<file path="src/rtl/cll_pkg.sv">
// Shared constants, microcode types and control structs for the linked-list block.
`default_nettype none

package cll_pkg;

  localparam int CAPACITY_DEF = 1024;
  localparam int POS_W        = 10;
  localparam int NUM_W        = 32;
  localparam int NAME_W       = 64;
  localparam int STATUS_W     = 2;
  localparam int STEP_W       = 4;

  typedef enum logic [STATUS_W-1:0] {
    ST_DONE  = 2'd0,
    ST_FULL  = 2'd1,
    ST_RANGE = 2'd2
  } status_t;

  // Datapath operations, one per microcode step.
  typedef enum logic [3:0] {
    A_NONE,
    A_INS_SETUP,
    A_WALK,
    A_LINK_RD,
    A_LINK_NEW,
    A_LINK_PREV,
    A_HEAD_INS,
    A_INS_DONE,
    A_FULL_DONE,
    A_RD_SETUP,
    A_REC_RD,
    A_RD_DONE,
    A_BAD_DONE
  } act_t;

  // Jump conditions tested by the sequencer.
  typedef enum logic [2:0] {
    C_NEVER,
    C_ALWAYS,
    C_NOSTART,
    C_READ,
    C_FULL,
    C_HEAD,
    C_HOPS,
    C_RDBAD
  } cond_t;

  typedef struct packed {
    act_t              act;
    cond_t             cond;
    logic [STEP_W-1:0] target;
    logic              needs_out;
  } uword_t;

  typedef struct packed {
    act_t act;
    logic idle;
  } ctrl_t;

  typedef struct packed {
    logic start;
    logic is_read;
    logic full;
    logic head_case;
    logic hops_nz;
    logic rd_bad;
    logic out_busy;
  } flags_t;

endpackage

`default_nettype wire

</file>
<file path="src/rtl/cll_seq.sv">
// Microcode sequencer: step counter, control-word ROM and conditional jumps.
`default_nettype none

module cll_seq (
  input  wire             clk,
  input  wire             rst,
  input  cll_pkg::flags_t flags,
  output cll_pkg::ctrl_t  ctrl
);
  import cll_pkg::*;

  localparam logic [STEP_W-1:0] S_IDLE     = STEP_W'(0);
  localparam logic [STEP_W-1:0] S_DISPATCH = STEP_W'(1);
  localparam logic [STEP_W-1:0] S_CHKFULL  = STEP_W'(2);
  localparam logic [STEP_W-1:0] S_SETUP    = STEP_W'(3);
  localparam logic [STEP_W-1:0] S_IWALK    = STEP_W'(4);
  localparam logic [STEP_W-1:0] S_LRD      = STEP_W'(5);
  localparam logic [STEP_W-1:0] S_LNEW     = STEP_W'(6);
  localparam logic [STEP_W-1:0] S_LPREV    = STEP_W'(7);
  localparam logic [STEP_W-1:0] S_HEAD     = STEP_W'(8);
  localparam logic [STEP_W-1:0] S_IDONE    = STEP_W'(9);
  localparam logic [STEP_W-1:0] S_FDONE    = STEP_W'(10);
  localparam logic [STEP_W-1:0] S_RSETUP   = STEP_W'(11);
  localparam logic [STEP_W-1:0] S_RWALK    = STEP_W'(12);
  localparam logic [STEP_W-1:0] S_RREC     = STEP_W'(13);
  localparam logic [STEP_W-1:0] S_RDONE    = STEP_W'(14);
  localparam logic [STEP_W-1:0] S_BDONE    = STEP_W'(15);

  function automatic uword_t ucode(input logic [STEP_W-1:0] step);
    uword_t w;
    w = '{A_NONE, C_NEVER, S_IDLE, 1'b0};
    case (step)
      S_IDLE:     w = '{A_NONE,      C_NOSTART, S_IDLE,   1'b0};
      S_DISPATCH: w = '{A_NONE,      C_READ,    S_RSETUP, 1'b0};
      S_CHKFULL:  w = '{A_NONE,      C_FULL,    S_FDONE,  1'b0};
      S_SETUP:    w = '{A_INS_SETUP, C_HEAD,    S_HEAD,   1'b0};
      S_IWALK:    w = '{A_WALK,      C_HOPS,    S_IWALK,  1'b0};
      S_LRD:      w = '{A_LINK_RD,   C_NEVER,   S_IDLE,   1'b0};
      S_LNEW:     w = '{A_LINK_NEW,  C_NEVER,   S_IDLE,   1'b0};
      S_LPREV:    w = '{A_LINK_PREV, C_ALWAYS,  S_IDONE,  1'b0};
      S_HEAD:     w = '{A_HEAD_INS,  C_NEVER,   S_IDLE,   1'b0};
      S_IDONE:    w = '{A_INS_DONE,  C_ALWAYS,  S_IDLE,   1'b1};
      S_FDONE:    w = '{A_FULL_DONE, C_ALWAYS,  S_IDLE,   1'b1};
      S_RSETUP:   w = '{A_RD_SETUP,  C_RDBAD,   S_BDONE,  1'b0};
      S_RWALK:    w = '{A_WALK,      C_HOPS,    S_RWALK,  1'b0};
      S_RREC:     w = '{A_REC_RD,    C_NEVER,   S_IDLE,   1'b0};
      S_RDONE:    w = '{A_RD_DONE,   C_ALWAYS,  S_IDLE,   1'b1};
      S_BDONE:    w = '{A_BAD_DONE,  C_ALWAYS,  S_IDLE,   1'b1};
      default:    w = '{A_NONE,      C_ALWAYS,  S_IDLE,   1'b0};
    endcase
    return w;
  endfunction

  logic [STEP_W-1:0] pc;
  logic [STEP_W-1:0] pc_next;
  uword_t            uw;
  logic              stall;
  logic              taken;

  assign uw    = ucode(pc);
  // Hold a result step until the output register is free.
  assign stall = uw.needs_out & flags.out_busy;

  always_comb begin
    case (uw.cond)
      C_NEVER:   taken = 1'b0;
      C_ALWAYS:  taken = 1'b1;
      C_NOSTART: taken = ~flags.start;
      C_READ:    taken = flags.is_read;
      C_FULL:    taken = flags.full;
      C_HEAD:    taken = flags.head_case;
      C_HOPS:    taken = flags.hops_nz;
      C_RDBAD:   taken = flags.rd_bad;
      default:   taken = 1'b0;
    endcase
  end

  always_comb begin
    if (stall) begin
      pc_next = pc;
    end else if (taken) begin
      pc_next = uw.target;
    end else begin
      pc_next = pc + STEP_W'(1);
    end
  end

  always_ff @(posedge clk) begin
    if (rst) begin
      pc <= S_IDLE;
    end else begin
      pc <= pc_next;
    end
  end

  assign ctrl.act  = stall ? A_NONE : uw.act;
  assign ctrl.idle = (pc == S_IDLE);

endmodule

`default_nettype wire

</file>
<file path="config.mk">
export PLATFORM = sky130hd
export DESIGN_NAME = cll_seq
export DESIGN_NICKNAME = d
export VERILOG_FILES = /design/src/rtl/cll_pkg.sv /design/src/rtl/cll_seq.sv
export SDC_FILE = /design/constraint.sdc
export NUM_CORES = 1
export LEC_CHECK = 0
export ABC_AREA = 1
export ABC_CLOCK_PERIOD_IN_PS = 2160
export BUFFER_PORTS_ARGS = -buffer_cell sky130_fd_sc_hd__buf_2
export CORE_UTILIZATION = 40
export DETAILED_ROUTE_END_ITERATION = 12
export HOLD_SLACK_MARGIN = 0.08
export PLACE_DENSITY_LB_ADDON = 0.05
export SLEW_MARGIN = 10
export SYNTH_ARGS = -nofsm -noshare
export SYNTH_HDL_FRONTEND = slang
export SYNTH_SLANG_ARGS = --single-unit
</file>
<file path="constraint.sdc">
create_clock -name clk -period 2.16 [get_ports clk]
set_input_delay 0.432 -clock clk [delete_from_list [all_inputs] [get_ports clk]]
set_output_delay 0.432 -clock clk [all_outputs]
set_load 0.02 [all_outputs]
</file>
==> impl_results.md <==
- Skew-Pair Late Insertion Delay: about 0.29 ns
- CTS tree: done
- Synth top area share: 0.316
- Die X: 52.3 um
- Hold-fix buffers at CTS: 0
- Clock skew: 0.0120 ns
- #FFs+latches synth: 16
- H-Tree Level Count: 1
- DRT Pass-1 Iters: 4
- Fillers: approximately 260
- Pwr Density: 1390 nW/um2
- Worst Setup Slack, final: 0.226 ns
- Post-DRT Antenna Nets: 0
- Layout cells sized above 1: 0.302
- Register area share after synthesis: 0.316
- Crit. Startpoint: pc[0]
- FF/Latch Area: about 320 um2
- Worst hold-check path type: in2reg
- Area of the multi-input gates: around 620 um2
- Cell accounting for the most synthesized area: dfxtp_1
- Initial Util: 0.441
- Worst slew pin tran: between 0.4 and 0.5 ns
- Total CTS buffers: 3
- DRC: 0
- Flop2flop setup slack: roughly 0.23 ns
- Mapped cell area: 1010 um2
- Reg2Reg Depth: 11
- Post-DP HPWL: approximately 1700 um
- Max-slew violations: 0
- Vias per cell: around 5
- Top Ports: 14
- Number of diodes: 0
- Dpl ws: about 0.067 ns
- Met2 Use GR: 0.297
- Die H: roughly 52 um
- Residual overflow from global routing: 0
- Iteration-0 DRC Markers: 17
- Met1 Use GR: 0.234
- Critical Path RT: between 2 and 2.5 ns
- Most Crowded Layer GR: met2
- Critical path class: reg2reg
- Layout Nets: approximately 180
- GRT met3 Usage: 0.0174
- Maximum number of pins on one net before global-route repair: 13
- Synth top area cells: dfxtp_1 (32%), nand2_1 (14%), ha_1 (9.9%)
- Critical Path Start Type: register
- Floorplan row count: 17
- Vias post-DR: 914
- Initial antenna violation count: 0
- Final hold vios: 0
- Lkg Pwr: 0.000657 uW
- Worst reg2reg startpoint: pc[0]
- Unique masters post-synth: 24
- Final worst path period share: 0.895
- Relative slew slack: 0.707
- Worst Path Max Fanout: 5
- Status: complete, no violations
- Setup Total Neg Slack: 0 ns
- Core region area: 2300 um2
- Layout area overhead: 17.3%
- Yosys warnings: 0
- Peak supply drop: 0.000562 V
- Setup violators final: 0
- Via count of the first global-routing pass: about 840
- Clk pin slew, worst setup/hold paths: 0.10 ns
- Mean post-synth cell area: around 7.5 um2
- Tot GR Track Use: 0.185
- Startpoint of the worst hold path: rst
- WHS Path Cells: 5
- CTS root buffer: clkbuf_4
- Clk buf depth: 2
- Die area: around 2700 um2
- Max-Cap Viols: 0
- CP Capture Type: register
- Total power: between 1500 and 2000 uW
- Fin crit period: approximately 1.9 ns
- Maximum clock rate: just over 500 MHz
- Net Count, Synth: 153
- Post-Synthesis Cells: about 140
- # port buffers: 13
- First-pass GRT wire length: between 3000 and 4000 um
- Clock sink count: 16
- Drt wl/cell: approximately 12 um
- WL final: ~2200 um
- Critical path arrival: between 2 and 2.5 ns
- Unrepaired setup endpoints after global routing: false
- Gpl congestion: roughly 0.87
-- per-layer routing --
layer,vias up,part of all wire
li1,475,-
met1,414,0.48
met2,20,0.46
met3,5,0.033
met4,0,0.026
met5,-,0
-- sequential cells by signal, summed over array words and instances, names as in the netlist --
register and cells:
uw 12, pc 4
-- final timing paths --
kind,end
max,uw[5]
max reg2reg,uw[5]
min,pc[1]
min reg2reg,pc[1]
-- repair_timing --
action,CTS,global route
gates resized for setup,0,3
buffers inserted,0,4
setup endpoints to repair,0,4
-- logic make-up after synthesis --
group                      after synthesis  share of synthesized area
AOI/OAI and AO/OA                       12                     0.0839
xor gates and xnor gates                 2                     0.0173
adders and majority gates                8                     0.0988
buffers and inverters                   18                     0.0827
DFF                                     16                      0.316
and+or+nand+nor                         80                      0.401
-- critical path, stage by stage, from the launching register on --
cell     delay [ns]
dfxtp_1        0.37
inv_1          0.09
ha_1           0.31
nand3_1        0.08
nand2_1        0.06
nor2_1         0.22
nor2_4         0.09
ha_2           0.22
nand3_1        0.17
nand2_1        0.09
nand2_1        0.07
nand2_1        0.05
-- final cells by class --
cell class / count / area share
well taps: 28 / 0.0295
flip-flops and latches: 16 / 0.269
inverters: 17 / 0.0537
clock buffers: 4 / 0.0305
multi-input cells: 102 / 0.518
repair buffers: 20 / 0.0989
-- cell usage in the layout (no fill, tap or decap), drive strengths merged --
cell     n
inv     17
a21boi   2
dfxtp   16
buf     20
clkbuf   4
o21bai   2
o21ai    5
a21oi    3
xor2     2
nand3b   1
nand2   45
ha       8
nand3   22
nor2    12
-- synthesized netlist by cell type, drive strengths merged --
library cell	count
nand3b	1
nor2	12
nand3	22
nand2	45
o21ai	5
dfxtp	16
xor2	2
a21oi	3
buf	1
ha	8
o21bai	2
inv	17
a21boi	2
-- report_power, final --
part | total, uW | internal [uW] | switching, uW
Combinational | 988 | 377 | 611
Clock | 199 | 103 | 96.5
Sequential | 463 | 406 | 56.9
Total | 1650 | 885 | 764
-- stage by stage --
| step | util | std cells | area, um2 | hold slack [ns] |
|---|---|---|---|---|
| 5_1_grt | 0.517 | 187 | 1190 | 0.588 |
| 4_1_cts | 0.502 | 183 | 1150 | 0.553 |
| 3_5_place_dp | 0.486 | 179 | 1120 | 0.710 |
| 6_report | 0.517 | 187 | 1190 | 0.554 |
| 2_1_floorplan | - | 136 | 1010 | 0.601 |
| 3_3_place_gp | 0.486 | 179 | 1120 | 0.708 |
(Power assumes the default switching activity.)
